--- config.mk ---
export PLATFORM = sky130hd
export DESIGN_NAME = exec_alias_record_parser
export DESIGN_NICKNAME = d
export VERILOG_FILES = /design/src/hw/rtl/earp_pkg.sv /design/src/hw/rtl/earp_front.sv /design/src/hw/rtl/earp_queue.sv /design/src/hw/rtl/earp_back.sv /design/src/hw/rtl/exec_alias_record_parser.sv
export SDC_FILE = /design/constraint.sdc
export NUM_CORES = 1
export LEC_CHECK = 0
export BUFFER_PORTS_ARGS = -buffer_cell sky130_fd_sc_hd__buf_2
export CORE_ASPECT_RATIO = 0.75
export CORE_MARGIN = 2
export CORE_UTILIZATION = 35
export DETAILED_ROUTE_END_ITERATION = 10
export PLACE_DENSITY = 0.55
export SETUP_SLACK_MARGIN = 0.2
export SLEW_MARGIN = 10
export SYNTH_ARGS = -nofsm -noshare
export SYNTH_HDL_FRONTEND = slang
export SYNTH_HIERARCHICAL = 1
export SYNTH_SLANG_ARGS = --single-unit
--- constraint.sdc ---
create_clock -name clk -period 5.3 [get_ports clk]
set_input_delay 1.06 -clock clk [delete_from_list [all_inputs] [get_ports clk]]
set_output_delay 1.06 -clock clk [all_outputs]
set_load 0.005 [all_outputs]
--- src/hw/rtl/earp_pkg.sv ---
package earp_pkg;

	localparam int MAX_BUFFER = 16384;
	// Holds byte counts up to MAX_BUFFER + 1, where the count saturates.
	localparam int POS_W = $clog2(MAX_BUFFER + 2);
	// Wide enough for 8 plus a 16-bit region length.
	localparam int REGION_W = 17;
	localparam int HEADER_BYTES = 12;

	localparam int QDEPTH = 4;
	localparam int QPTR_W = $clog2(QDEPTH);
	localparam int QCNT_W = $clog2(QDEPTH + 1);

	localparam logic [31:0] TAG_RESET = 32'h8000_001B;
	localparam logic [31:0] VERSION_RESET = 32'd3;

	localparam logic REG_TAG = 1'b0;
	localparam logic REG_VERSION = 1'b1;

	localparam logic KIND_UNIT = 1'b0;
	localparam logic KIND_VERDICT = 1'b1;

	localparam logic SEL_FAMILY = 1'b0;
	localparam logic SEL_TARGET = 1'b1;

	typedef enum logic [2:0] {
		VERDICT_OK       = 3'd0,
		VERDICT_SHORT    = 3'd1,
		VERDICT_TAG      = 3'd2,
		VERDICT_LENGTH   = 3'd3,
		VERDICT_VERSION  = 3'd4,
		VERDICT_STRINGS  = 3'd5,
		VERDICT_TOO_LONG = 3'd6
	} verdict_t;

	// One queue entry: everything a single input byte produces.
	typedef struct packed {
		logic        has_unit;
		logic [15:0] unit;
		logic        sel;
		logic        has_verdict;
		verdict_t    verdict;
	} item_t;

endpackage

--- src/hw/rtl/earp_front.sv ---
module earp_front (
	input  logic                clk,
	input  logic                arst_n,
	input  logic                push,
	input  logic                q_full,
	input  logic [7:0]          data_byte,
	input  logic                last_byte,
	input  logic [31:0]         expected_tag,
	input  logic [31:0]         expected_version,
	output logic                q_push,
	output earp_pkg::item_t     q_item
);

	localparam logic [earp_pkg::POS_W-1:0] POS_MAX = earp_pkg::POS_W'(earp_pkg::MAX_BUFFER);
	localparam logic [earp_pkg::POS_W-1:0] POS_HDR = earp_pkg::POS_W'(earp_pkg::HEADER_BYTES);

	logic [earp_pkg::POS_W-1:0] pos_q, pos_d;
	logic [31:0] tag_q, tag_d;
	logic [15:0] len_q, len_d;
	logic [31:0] ver_q, ver_d;
	logic [7:0]  hold_q, hold_d;
	logic [2:0]  done_q, done_d;
	logic        nonempty_q, nonempty_d;
	logic        bad_q, bad_d;

	logic        accept;
	logic        in_region;
	logic [15:0] unit;
	logic        unit_fire;
	logic [earp_pkg::REGION_W-1:0] count_x;
	earp_pkg::verdict_t verdict_d;

	assign accept = push && !q_full;
	assign unit = {data_byte, hold_q};
	assign in_region = (pos_q >= POS_HDR) &&
		(earp_pkg::REGION_W'(pos_q) < earp_pkg::REGION_W'(len_q) + earp_pkg::REGION_W'(8));

	always_comb begin
		tag_d = tag_q;
		len_d = len_q;
		ver_d = ver_q;
		hold_d = hold_q;
		done_d = done_q;
		nonempty_d = nonempty_q;
		bad_d = bad_q;
		unit_fire = 1'b0;
		if (pos_q < earp_pkg::POS_W'(4)) begin
			tag_d = tag_q | ({24'd0, data_byte} << {pos_q[1:0], 3'b000});
		end else if (pos_q < earp_pkg::POS_W'(6)) begin
			len_d = len_q | ({8'd0, data_byte} << {pos_q[0], 3'b000});
		end else if (pos_q >= earp_pkg::POS_W'(8) && pos_q < POS_HDR) begin
			ver_d = ver_q | ({24'd0, data_byte} << {pos_q[1:0], 3'b000});
		end else if (in_region) begin
			// The region starts at an even offset, so bit 0 tells low from high byte.
			if (!pos_q[0]) begin
				hold_d = data_byte;
			end else if (done_q >= 3'd4) begin
				bad_d = 1'b1;
			end else if (unit == 16'd0) begin
				if (!nonempty_q) begin
					bad_d = 1'b1;
				end
				done_d = done_q + 3'd1;
				nonempty_d = 1'b0;
			end else begin
				nonempty_d = 1'b1;
				unit_fire = (done_q == 3'd0) || (done_q == 3'd2);
			end
		end
	end

	assign pos_d = (pos_q <= POS_MAX) ? pos_q + earp_pkg::POS_W'(1) : pos_q;
	assign count_x = earp_pkg::REGION_W'(pos_d);

	always_comb begin
		if (pos_d > POS_MAX) begin
			verdict_d = earp_pkg::VERDICT_TOO_LONG;
		end else if (pos_d < POS_HDR) begin
			verdict_d = earp_pkg::VERDICT_SHORT;
		end else if (tag_d != expected_tag) begin
			verdict_d = earp_pkg::VERDICT_TAG;
		end else if ((earp_pkg::REGION_W'(len_d) > count_x - earp_pkg::REGION_W'(8)) ||
				(len_d < 16'd4) || len_d[0]) begin
			verdict_d = earp_pkg::VERDICT_LENGTH;
		end else if (ver_d != expected_version) begin
			verdict_d = earp_pkg::VERDICT_VERSION;
		end else if (bad_d || (done_d < 3'd4)) begin
			verdict_d = earp_pkg::VERDICT_STRINGS;
		end else begin
			verdict_d = earp_pkg::VERDICT_OK;
		end
	end

	assign q_push = accept && (unit_fire || last_byte);

	always_comb begin
		q_item.has_unit = unit_fire;
		q_item.unit = unit;
		q_item.sel = (done_q == 3'd2) ? earp_pkg::SEL_TARGET : earp_pkg::SEL_FAMILY;
		q_item.has_verdict = last_byte;
		q_item.verdict = verdict_d;
	end

	always_ff @(posedge clk or negedge arst_n) begin
		if (!arst_n) begin
			pos_q <= '0;
			tag_q <= '0;
			len_q <= '0;
			ver_q <= '0;
			hold_q <= '0;
			done_q <= '0;
			nonempty_q <= 1'b0;
			bad_q <= 1'b0;
		end else if (accept) begin
			if (last_byte) begin
				pos_q <= '0;
				tag_q <= '0;
				len_q <= '0;
				ver_q <= '0;
				hold_q <= '0;
				done_q <= '0;
				nonempty_q <= 1'b0;
				bad_q <= 1'b0;
			end else begin
				pos_q <= pos_d;
				tag_q <= tag_d;
				len_q <= len_d;
				ver_q <= ver_d;
				hold_q <= hold_d;
				done_q <= done_d;
				nonempty_q <= nonempty_d;
				bad_q <= bad_d;
			end
		end
	end

endmodule

--- src/hw/rtl/earp_queue.sv ---
module earp_queue (
	input  logic            clk,
	input  logic            arst_n,
	input  logic            wr_en,
	input  earp_pkg::item_t wr_item,
	input  logic            rd_en,
	output earp_pkg::item_t head,
	output logic            q_empty,
	output logic            q_full
);

	earp_pkg::item_t slot_q [earp_pkg::QDEPTH];
	logic [earp_pkg::QPTR_W-1:0] wr_ptr_q;
	logic [earp_pkg::QPTR_W-1:0] rd_ptr_q;
	logic [earp_pkg::QCNT_W-1:0] cnt_q;
	logic do_wr;
	logic do_rd;

	assign q_empty = (cnt_q == '0);
	assign q_full = (cnt_q == earp_pkg::QCNT_W'(earp_pkg::QDEPTH));
	assign do_wr = wr_en && !q_full;
	assign do_rd = rd_en && !q_empty;
	assign head = slot_q[rd_ptr_q];

	always_ff @(posedge clk) begin
		if (do_wr) begin
			slot_q[wr_ptr_q] <= wr_item;
		end
	end

	always_ff @(posedge clk or negedge arst_n) begin
		if (!arst_n) begin
			wr_ptr_q <= '0;
			rd_ptr_q <= '0;
			cnt_q <= '0;
		end else begin
			if (do_wr) begin
				wr_ptr_q <= wr_ptr_q + earp_pkg::QPTR_W'(1);
			end
			if (do_rd) begin
				rd_ptr_q <= rd_ptr_q + earp_pkg::QPTR_W'(1);
			end
			if (do_wr && !do_rd) begin
				cnt_q <= cnt_q + earp_pkg::QCNT_W'(1);
			end else if (do_rd && !do_wr) begin
				cnt_q <= cnt_q - earp_pkg::QCNT_W'(1);
			end
		end
	end

endmodule

--- src/hw/rtl/earp_back.sv ---
module earp_back (
	input  logic            clk,
	input  logic            arst_n,
	input  earp_pkg::item_t head,
	input  logic            q_empty,
	input  logic            pop,
	output logic            q_pop,
	output logic            empty,
	output logic            result_kind,
	output logic [15:0]     code_unit,
	output logic            string_select,
	output logic [2:0]      verdict,
	output logic            end_of_run
);

	logic unit_done_q;
	logic show_unit;
	logic take;

	assign show_unit = head.has_unit && !unit_done_q;
	assign empty = q_empty;
	assign take = pop && !q_empty;
	// An entry holding both a unit and a verdict is shown twice before it leaves.
	assign q_pop = take && !(show_unit && head.has_verdict);

	always_comb begin
		if (show_unit) begin
			result_kind = earp_pkg::KIND_UNIT;
			code_unit = head.unit;
			string_select = head.sel;
			verdict = earp_pkg::VERDICT_OK;
			end_of_run = !head.has_verdict;
		end else begin
			result_kind = earp_pkg::KIND_VERDICT;
			code_unit = 16'd0;
			string_select = earp_pkg::SEL_FAMILY;
			verdict = head.verdict;
			end_of_run = 1'b1;
		end
	end

	always_ff @(posedge clk or negedge arst_n) begin
		if (!arst_n) begin
			unit_done_q <= 1'b0;
		end else if (take) begin
			unit_done_q <= show_unit && head.has_verdict;
		end
	end

endmodule

--- src/hw/rtl/exec_alias_record_parser.sv ---
// Result items are registered in the queue before they reach the result ports.
// Throughput: one input byte per cycle while not full; the byte parser updates its counters.
// A final byte that also completes a code unit yields two result items, each taken by its own pop.
// A four-entry queue between the parser and the result stage absorbs output stalls.
// Reset (arst_n low, asynchronous) clears the parser state and the queue and restores
// expected_tag to 0x8000001B and expected_version to 3.
module exec_alias_record_parser (
	input  logic        clk,
	input  logic        arst_n,
	// Input byte stream.
	input  logic        push,
	output logic        full,
	input  logic [7:0]  data_byte,
	input  logic        last_byte,
	// Result stream.
	output logic        empty,
	input  logic        pop,
	output logic        result_kind,
	output logic [15:0] code_unit,
	output logic        string_select,
	output logic [2:0]  verdict,
	output logic        end_of_run,
	// Configuration port.
	input  logic        psel,
	input  logic        penable,
	input  logic        pwrite,
	input  logic [2:0]  paddr,
	input  logic [31:0] pwdata,
	output logic [31:0] prdata,
	output logic        pready
);

	logic [31:0] exp_tag_q;
	logic [31:0] exp_ver_q;
	logic        cfg_wr;
	logic        reg_idx;

	logic            q_push;
	earp_pkg::item_t q_item;
	earp_pkg::item_t q_head;
	logic            q_empty;
	logic            q_pop;

	// The two registers are word aligned; bit 2 of the address picks one of them.
	assign reg_idx = paddr[2];
	assign pready = 1'b1;
	assign cfg_wr = psel && penable && pwrite && pready;
	assign prdata = (reg_idx == earp_pkg::REG_VERSION) ? exp_ver_q : exp_tag_q;

	always_ff @(posedge clk or negedge arst_n) begin
		if (!arst_n) begin
			exp_tag_q <= earp_pkg::TAG_RESET;
			exp_ver_q <= earp_pkg::VERSION_RESET;
		end else if (cfg_wr) begin
			if (reg_idx == earp_pkg::REG_TAG) begin
				exp_tag_q <= pwdata;
			end else begin
				exp_ver_q <= pwdata;
			end
		end
	end

	// The front end parses each byte as it arrives. Bytes that complete a code unit of
	// the family name or target path, and the final byte of a record, leave one queue
	// entry carrying the unit, the verdict, or both. Other bytes only update the state.
	earp_front u_front (
		.clk              (clk),
		.arst_n           (arst_n),
		.push             (push),
		.q_full           (full),
		.data_byte        (data_byte),
		.last_byte        (last_byte),
		.expected_tag     (exp_tag_q),
		.expected_version (exp_ver_q),
		.q_push           (q_push),
		.q_item           (q_item)
	);

	// The queue is the registered boundary between both sides, so a stalled consumer
	// does not hold up the parser until the queue fills.
	earp_queue u_queue (
		.clk     (clk),
		.arst_n  (arst_n),
		.wr_en   (q_push),
		.wr_item (q_item),
		.rd_en   (q_pop),
		.head    (q_head),
		.q_empty (q_empty),
		.q_full  (full)
	);

	// The back end turns each queue entry into one or two result items.
	earp_back u_back (
		.clk           (clk),
		.arst_n        (arst_n),
		.head          (q_head),
		.q_empty       (q_empty),
		.pop           (pop),
		.q_pop         (q_pop),
		.empty         (empty),
		.result_kind   (result_kind),
		.code_unit     (code_unit),
		.string_select (string_select),
		.verdict       (verdict),
		.end_of_run    (end_of_run)
	);

endmodule

After elaboration in Yosys (flattened, before gate mapping)
Memories as Yosys holds them, arrays and structs flattened.
Index checks and enable logic that the tools add are counted.
Storage, ports and cells
  input port bits: 51
  word-level logic and storage cells: 153
  latch bits: 0
  flip-flop bits (word level): 180
  memories: 1
  output and inout bits: 57
  bits in writable memories: 88
  ROM bits: 0
Memory list
  u_queue.slot_q: words 4, width 22, read ports 1, clocked after memory_dff 0, wr ports 1, RTL line earp_queue.sv:12  | earp_pkg::item_t slot_q [earp_pkg::QDEPTH];
Cells by class
  reduce and logical (&&, ||, !) cells: 36
  $add $sub $neg: 8
  multiply operators: 0
  magnitude comparators: 13
  muxes and demuxes: 66
  bitwise logic cells: 4
  shift-type cells: 2
  eq/ne operators: 9
  div/mod/pow operators: 0
Operators by type and width (count)
  32-bit two-way mux: 7
  16-bit two-way mux: 4
  32-bit != test: 2
  32-bit OR: 2
  3-bit two-way mux: 17
  8-bit two-way mux: 6
  8-bit by 5-bit << shifter with 32-bit output: 1
  15-bit by 4-bit greater-or-equal comparator with 1-bit output, second input constant: 2
  15-bit by 3-bit less-than comparator with 1-bit output, second input constant: 2
  15-bit by 4-bit less-than comparator with 1-bit output, second input constant: 2
  1-bit two-way mux: 30
  15-bit two-way mux: 2
  16-bit by 4-bit adder with 17-bit output, second input constant: 1
  16-bit by 17-bit > comparator with 1-bit output: 1
  15-bit by 17-bit less-than comparator with 1-bit output: 1
  16-bit logical NOT: 1
  16-bit by 3-bit less-than comparator with 1-bit output, second input constant: 1
  16-bit OR: 1
  8-bit by 4-bit << shifter with 16-bit output: 1
  15-bit by 4-bit subtractor with 16-bit output, second input constant: 1
  15-bit by 1-bit adder with 15-bit output, second input constant: 1
  15-bit > comparator, second input constant: 1
  15-bit less-or-equal comparator, second input constant: 1
  1-bit logical AND: 14
  other kinds (16): 36

Logic depth before layout (Yosys ltp)
Gate-level depths: netlist of the first run.
  depth in word-level cells: 16
  depth in mapped cells: 24
  gate-level depth less buffers: 22

Cells and area by module
The synthesis of the first run kept the hierarchy.
Modules (own cells, without submodules)
  earp_front: area an instance 7718.7 um^2, cells an instance 947, sequential area each 2702.6 um^2, times used 1
  earp_queue: area an instance 3628.5 um^2, cells an instance 151, sequential area each 2817.7 um^2, times used 1
  exec_alias_record_parser: area an instance 2920.3 um^2, cells an instance 174, sequential area each 1610.3 um^2, times used 1
  earp_back: area an instance 212.7 um^2, cells an instance 31, sequential area each 25.0 um^2, times used 1

Worst setup path after synthesis of the first run
OpenSTA, ideal clock, no wires.
  kind: register to register
  start: register u_front/pos_q[6] (netlist name)
  end: memory u_queue/slot_q[0][2] (netlist name), data pin
  required time: 5.106 ns
  path slack: 0.999 ns
  cell stages (with the launch flop): 20
  arrival time: 4.107 ns
  buffers on the path: 1
  setup time: 0.194 ns
  clock period less this slack: 4.301 ns
  path through: dfrtp_1 -> or4_1 -> buf_6 -> o41ai_4 -> nand3_1 -> xor2_1 -> nand3_1 -> nor2_1 -> nand3_1 -> xor2_1 -> ha_1 -> a21oi_1 -> nor2b_1 -> o211ai_1 -> a21boi_0 -> o21ai_0 -> o2111a_1 -> a41oi_1 -> nand2b_1 -> o31ai_2
RTL lines
  start: declaration: RTL line earp_front.sv:17  | logic [earp_pkg::POS_W-1:0] pos_q, pos_d;
  start signal: assignment: RTL line earp_front.sv:125  | pos_q <= pos_d;
  end: declaration: RTL line earp_queue.sv:12

==> results of run 1 <==
==> logic make-up (layout without fill, tap and decap cells) <==
group,Yosys count,after routing,synth area share (%)
simple gates,397,397,14.4
buf+inv,140,256,4.65
fa+ha+maj,43,43,3.75
xor+xnor,86,86,5.20
compound gates,240,240,10.2
other cells,1,1,0.0259
mux,128,128,12.4
flops,268,268,49.4
==> per-stage QoR <==
stage / instances / util [%]
6_report: 1947 / 40.8
5_1_grt: 1947 / 40.8
4_1_cts: 1947 / 40.8
3_5_place_dp: 1893 / 38.2
3_3_place_gp: 1893 / 38.2
2_1_floorplan: 1303 / -
==> Yosys cell counts, types with 4 or more instances <==
library cell	number	share of area (%)
nand2b_1	18	0.78
a31oi_1	32	1.4
a21oi_1	115	4.0
nor2b_1	21	0.91
a2111oi_0	4	0.24
edfxtp_1	88	18
mux2i_1	7	0.48
xor2_1	29	1.8
xnor2_1	57	3.4
buf_2	14	0.48
buf_6	7	0.54
nand4_1	18	0.78
dfrtp_1	173	30
ha_1	41	3.5
a21o_1	4	0.21
dfstp_2	7	1.3
nor3_1	25	0.86
buf_4	12	0.62
clkbuf_1	57	1.5
a21boi_0	4	0.21
o31ai_1	10	0.52
mux4_2	21	3.3
a41oi_1	6	0.36
and3_1	8	0.35
nand3_1	33	1.1
nand2_1	67	1.7
or4_1	7	0.36
o22ai_1	4	0.17
o21ai_0	29	1.0
or3_1	6	0.26
inv_1	45	1.2
a211oi_1	5	0.26
nor4_1	19	0.82
nor4_2	5	0.43
nor2_1	122	3.2
mux2_4	31	3.2
and2_1	23	0.99
mux2_2	66	5.1
==> sequential cells by signal, indices dropped and copies added (netlist names), 2 cells and up <==
name	flops
u_front/len_q	16
u_front/pos_q	15
u_front/hold_q	8
u_queue/slot_q	88
u_queue/wr_ptr_q	2
u_front/done_q	3
exp_ver_q	32
u_queue/rd_ptr_q	2
u_front/ver_q	32
exp_tag_q	32
u_queue/cnt_q	3
u_front/tag_q	32
==> layout make-up <==
cell class | count | share of cell area [%]
clock buffer | 34 | 4.72
clock inverter | 20 | 1.54
multi-input combinational | 895 | 40.1
tap | 528 | 3.97
timing repair buffer | 157 | 5.65
sequential | 268 | 43.0
inverter | 45 | 1.02
==> metal layers <==
layer  part of all wire, %  track usage, %  up-vias
met4                   1.5            3.38        0
li1                      -               -     4876
met1                    49            29.8     5300
met3                   8.9            5.24       47
met2                    41            26.0      393
met5                     0               0        -
==> worst max-delay path, cell delays in order, from the launching register on <==
cell and delay [ns]:
dfrtp_1 0.50, ha_1 0.26, nand2_1 0.10, nor2_1 0.18
and3_1 0.22, xnor2_1 0.15, ha_1 0.29, a41o_1 0.22
a2111oi_0 0.35, nand3_1 0.15, a32oi_2 0.36, and3_1 0.25
o21a_1 0.27, nor2_1 0.07, nor2_1 0.08, nor2b_1 0.18
ha_1 0.21, inv_1 0.06, fa_1 0.39, xor2_1 0.16
nor2_1 0.11, xor2_1 0.15
==> power by group through the flow <==
stage	Clock [mW]	Sequential [mW]	Combinational (mW)
after floorplan	0	2.77	1.56
after global placement	0	2.90	2.23
final	2.21	2.88	2.26
after CTS	2.26	2.88	2.27
after global routing	2.34	2.93	2.48
after detailed placement	0	2.92	2.25
==> final timing paths <==
| check | start | end | slack [ns] | cells after the start |
|---|---|---|---|---|
| setup reg to reg | u_front/len_q[3]$_DFFE_PN0P_ | u_queue/cnt_q[2]$_DFFE_PN0P_ | 0.54 | 21 |
| min in group asynchronous | arst_n | exp_ver_q[25]$_DFFE_PN0P_ | 0.56 | 1 |
| max in group asynchronous | arst_n | u_front/ver_q[17]$_DFFE_PN0P_ | 3.61 | 2 |
| setup / recovery | u_front/len_q[3]$_DFFE_PN0P_ | u_queue/cnt_q[2]$_DFFE_PN0P_ | 0.54 | 21 |
| hold / removal | u_queue/cnt_q[2]$_DFFE_PN0P_ | u_queue/cnt_q[2]$_DFFE_PN0P_ | 0.47 | 1 |
| hold reg to reg | u_queue/cnt_q[2]$_DFFE_PN0P_ | u_queue/cnt_q[2]$_DFFE_PN0P_ | 0.47 | 1 |
==> timing repair <==
item	in CTS	in global routing
setup endpoints to repair	0	2
resized for setup	0	1
endpoints found under the hold margin	0	0
==> impl_metrics.yaml, run 1 <==
outcome:
  status: "complete, no violations"
logic_synthesis:
  ys_dominant_reg_cell: "dfrtp_1"
  ys_ff_latch: 268
  yosysWarnings: 6
  ys_types: 78
  synth_edf_count: 88
  netlist_area_um2: 14500
  synth-async-reset-ratio_pct: 67.2
  yosysSeqAreaShare_pct: 49.4
  avgSynthCellArea_um2: 11.1
  syn_nets: 1396
  synthCells: 1303
pwr:
  p_switching_mw: 2.48
  internal-power_mw: 4.87
  seq_power_share_pct: 39.2
  ir_drop_uv: 243
  p_comb_share_pct: 30.8
  p_per_area_nw_per_um2: 442
  clockPowerShare_pct: 30.0
  p_leak_nw: 7.20
  switching_share_pct: 33.7
  p_total_mw: 7.35
place:
  place_ws_ns: 0.508
  placed_area_um2: 15600
  gp_congestion: 0.876
  dp_hpwl_um: 29200
  port_buffers: 104
route:
  viasPerCell: 5.45
  drt-initial-drc-count: 1121
  num_vias: 10616
  drt-total-wl_um: 41200
  drc: 0
  final_antenna_net_count: 0
  wire_per_inst_um: 21.2
  dr.pass1.iters: 5
die:
  rows: 64
  start_util_pct: 35.5
  dieHeight_um: 180
  dieArea_um2: 43000
  num_io_pins: 108
  coreArea_um2: 40800
  die_w_um: 239
setup_path:
  critPathMaxFanout: 8
  end_kind: "flop"
  path_class: "flop to flop"
  required_ns: 5.80
  arrival_ns: 5.26
  setup.worst_path.start_class: "flop"
layout:
  final_cell_mix: "dfrtp_1 (173), nor2_1 (121), a21oi_1 (115), buf_2 (103), edfxtp_1 (88)"
  drive_above_1_share_pct: 24.9
  antennaDiodeCount: 0
  multiInputGateArea_um2: 6670
  seqCellArea_um2: 7160
  final_common_cell: "dfrtp_1"
  area_delta_synth_final_pct: 14.9
  num-fill-cells: 3946
  fin_nets: 1489
  fin_area_um2: 16600
clock_network:
  clkTransAtPathRegs_ns: 0.07
  post_cts_buffers: 0
  clock_latency_ns: 0.58
  cts_tree: "done"
  clkSinkCount: 268
  cts-root-buf: "clkbuf_16"
  cts_max_level: 1
  max-clock-path-buffers: 3
  holdBufCountCts: 0
  cts_buffers: 29
timing:
  hold_slack_ns: 0.473
  rsz0062_at_grt: "false"
  setup_viol: 0
  clock.fmax_mhz: 210
  finalHoldViolations: 0
  report.final.slew_viol_count: 0
  worst_slew_pin_slew_ns: 0.991
  final.min_clock_period_ns: 4.76
  finalCritPeriodShare_pct: 89.8
  final.setup.tns_ns: 0
  slew_headroom_pct: 33.4
  post-route-worst-setup-slack_ns: 0.543
  skew_ns: 0.0288
global_routing:
  grtUsageTotal_pct: 19.0
  grt-ovfl-total: 0
  grt_pass1_vias: 10095
  grt_pass1_wl_um: 63000
  grt_max_degree: 99
  antenna_found_initial: 0
job:
  cap_violations: 0
min_path:
  hold_path.class: "flop to flop"
No activity file was read; power rests on OpenSTA's default activity.
==> run 2, diff against run 1 <==
--- a/config.mk
+++ b/config.mk
@@ -8,2 +8,3 @@
 export BUFFER_PORTS_ARGS = -buffer_cell sky130_fd_sc_hd__buf_2
+export CAP_MARGIN = 10
 export CORE_ASPECT_RATIO = 0.75
--- a/constraint.sdc
+++ b/constraint.sdc
@@ -3,2 +3,2 @@
 set_output_delay 1.06 -clock clk [all_outputs]
-set_load 0.005 [all_outputs]
+set_load 0.01 [all_outputs]
==> run 2 against run 1 <==
Net effect: clock skew down 0.0031 ns; fmax up 1.8%; via count up 0.99%; total power down 1.3%; critical path type unchanged.
==> impl_metrics.yaml, run 2 (synthesis gave the netlist of run 1 again) <==
job:
  cap_violations: 0
setup_path:
  path_class: "flop to flop"
  arrival_ns: 5.16
  r2r-start: "u_front/len_q[3]$_DFFE_PN0P_"
  critPathMaxFanout: 8
  critPathLaunch: "u_front/len_q[3]$_DFFE_PN0P_"
  worstRegToRegCells: 21
  required_ns: 5.79
  reg2reg_setup_slack_ns: 0.63
  reg2reg_to: "u_queue/cnt_q[2]$_DFFE_PN0P_"
  cp-endpoint: "u_queue/cnt_q[2]$_DFFE_PN0P_"
  end_kind: "flop"
  setup.worst_path.start_class: "flop"
clock_network:
  clkSinkCount: 268
  clock_latency_ns: 0.58
  cts-root-buf: "clkbuf_16"
  cts_buffers: 28
  clkTransAtPathRegs_ns: 0.06
  cts_tree: "done"
  cts_max_level: 1
  holdBufCountCts: 0
  max-clock-path-buffers: 3
min_path:
  worstHoldStart: "u_queue/cnt_q[2]$_DFFE_PN0P_"
  min_path_cells: 1
  hold_path.class: "flop to flop"
pwr:
  p_per_area_nw_per_um2: 439
  p_total_mw: 7.25
  p_leak_nw: 7.14
  ir_drop_uv: 220
timing:
  finalHoldViolations: 0
  finalCritPeriodShare_pct: 88.2
  post-route-worst-setup-slack_ns: 0.627
  final.setup.tns_ns: 0
  skew_ns: 0.0257
  slew_headroom_pct: 25.3
  worst_slew_pin_slew_ns: 1.11
  rsz0062_at_grt: "false"
  hold_slack_ns: 0.476
  final.min_clock_period_ns: 4.67
  setup_viol: 0
  report.final.slew_viol_count: 0
  clock.fmax_mhz: 214
layout:
  area_delta_synth_final_pct: 14.2
  utilization_pct: 40.6
  final_cell_mix: "dfrtp_1 (173), nor2_1 (121), a21oi_1 (115), buf_2 (103), edfxtp_1 (88)"
  fin_nets: 1488
  drive_above_1_share_pct: 24.3
  fin_area_um2: 16500
  num-fill-cells: 3928
  layoutNonFillerInstCount: 1946
  largest_reg_flops: 88
  largest_register: "u_queue/slot_q"
  final_common_cell: "dfrtp_1"
global_routing:
  grt_max_degree: 99
  antenna_found_initial: 0
  grt_pass1_vias: 10205
  grt-ovfl-total: 0
  busiest_layer: "met1"
  grt_use_met2_pct: 26.5
  use_met3_pct: 4.78
  grtUsageTotal_pct: 19.2
  grt_pass1_wl_um: 63800
  grtUsageMet1_pct: 30.4
die:
  die_w_um: 239
  dieArea_um2: 43000
  dieHeight_um: 180
  start_util_pct: 35.5
  rows: 64
  coreArea_um2: 40800
  num_io_pins: 108
route:
  final_antenna_net_count: 0
  drc: 0
  drt-total-wl_um: 41500
  wire_per_inst_um: 21.3
  num_vias: 10721
  dr.pass1.iters: 5
  drt-initial-drc-count: 1231
  viasPerCell: 5.51
place:
  place_ws_ns: 0.540
  placed_area_um2: 15600
  gp_congestion: 0.878
  dp_hpwl_um: 29400
  placed_cells: 1893
  port_buffers: 104
outcome:
  status: "complete, no violations"
==> run 2: how the worst min path moves through the flow <==
| stage | endpoint | slack, ns |
|---|---|---|
| 6_report | u_queue/cnt_q[2]$_DFFE_PN0P_ | 0.48 |
| 5_1_grt | u_front/tag_q[6]$_DFFE_PN0P_ | 0.51 |
| 4_1_cts | u_queue/cnt_q[2]$_DFFE_PN0P_ | 0.48 |
| 3_5_place_dp | u_queue/cnt_q[2]$_DFFE_PN0P_ | 0.47 |
| 3_3_place_gp | u_queue/cnt_q[2]$_DFFE_PN0P_ | 0.46 |
| 2_1_floorplan | u_queue/cnt_q[2]$_DFFE_PN0P_ | 0.45 |
==> run 2: critical path: stages (launching register included) <==
cell	delay [ns]
dfrtp_1	0.51
ha_1	0.28
nand2_1	0.09
nor2_1	0.16
and3_1	0.23
xnor2_1	0.14
ha_1	0.29
a41o_1	0.22
a2111oi_0	0.34
nand3_1	0.14
a32oi_2	0.35
and3_1	0.24
o21a_1	0.24
nor2_1	0.06
nor2_1	0.08
nor2b_1	0.17
ha_1	0.20
inv_1	0.06
fa_1	0.37
xor2_1	0.15
nor2_1	0.12
xor2_1	0.15
==> run 2: what timing repair did <==
action | CTS | global route
endpoints found under the setup margin | 0 | 6
setup buffers | 0 | 0
resized for setup | 0 | 2
==> run 2: routing by layer <==
layer | wire (um) | vias to the layer above
li1 | - | 4887
met1 | 20400 | 5423
met2 | 17000 | 375
met3 | 3530 | 36
met4 | 580 | 0
met5 | 0 | -
==> run 2: final cells by class <==
cell class / count / area [um^2] / share of cell area (%)
Timing Repair Buffer: 157 / 940 / 5.68
Inverter: 45 / 169 / 1.02
Multi-Input combinational cell: 895 / 6670 / 40.3
Clock inverter: 19 / 209 / 1.26
Clock buffer: 33 / 729 / 4.41
Antenna cell: 1 / 2.50 / 0.0151
Tap cell: 528 / 661 / 3.99
Sequential cell: 268 / 7160 / 43.3
==> run 2: report_power, final <==
part / internal, mW / leakage (nW) / switching [mW]
registers: 2.54 / 3.13 / 0.344
clock network: 1.18 / 0.457 / 0.861
logic: 1.02 / 3.56 / 1.31
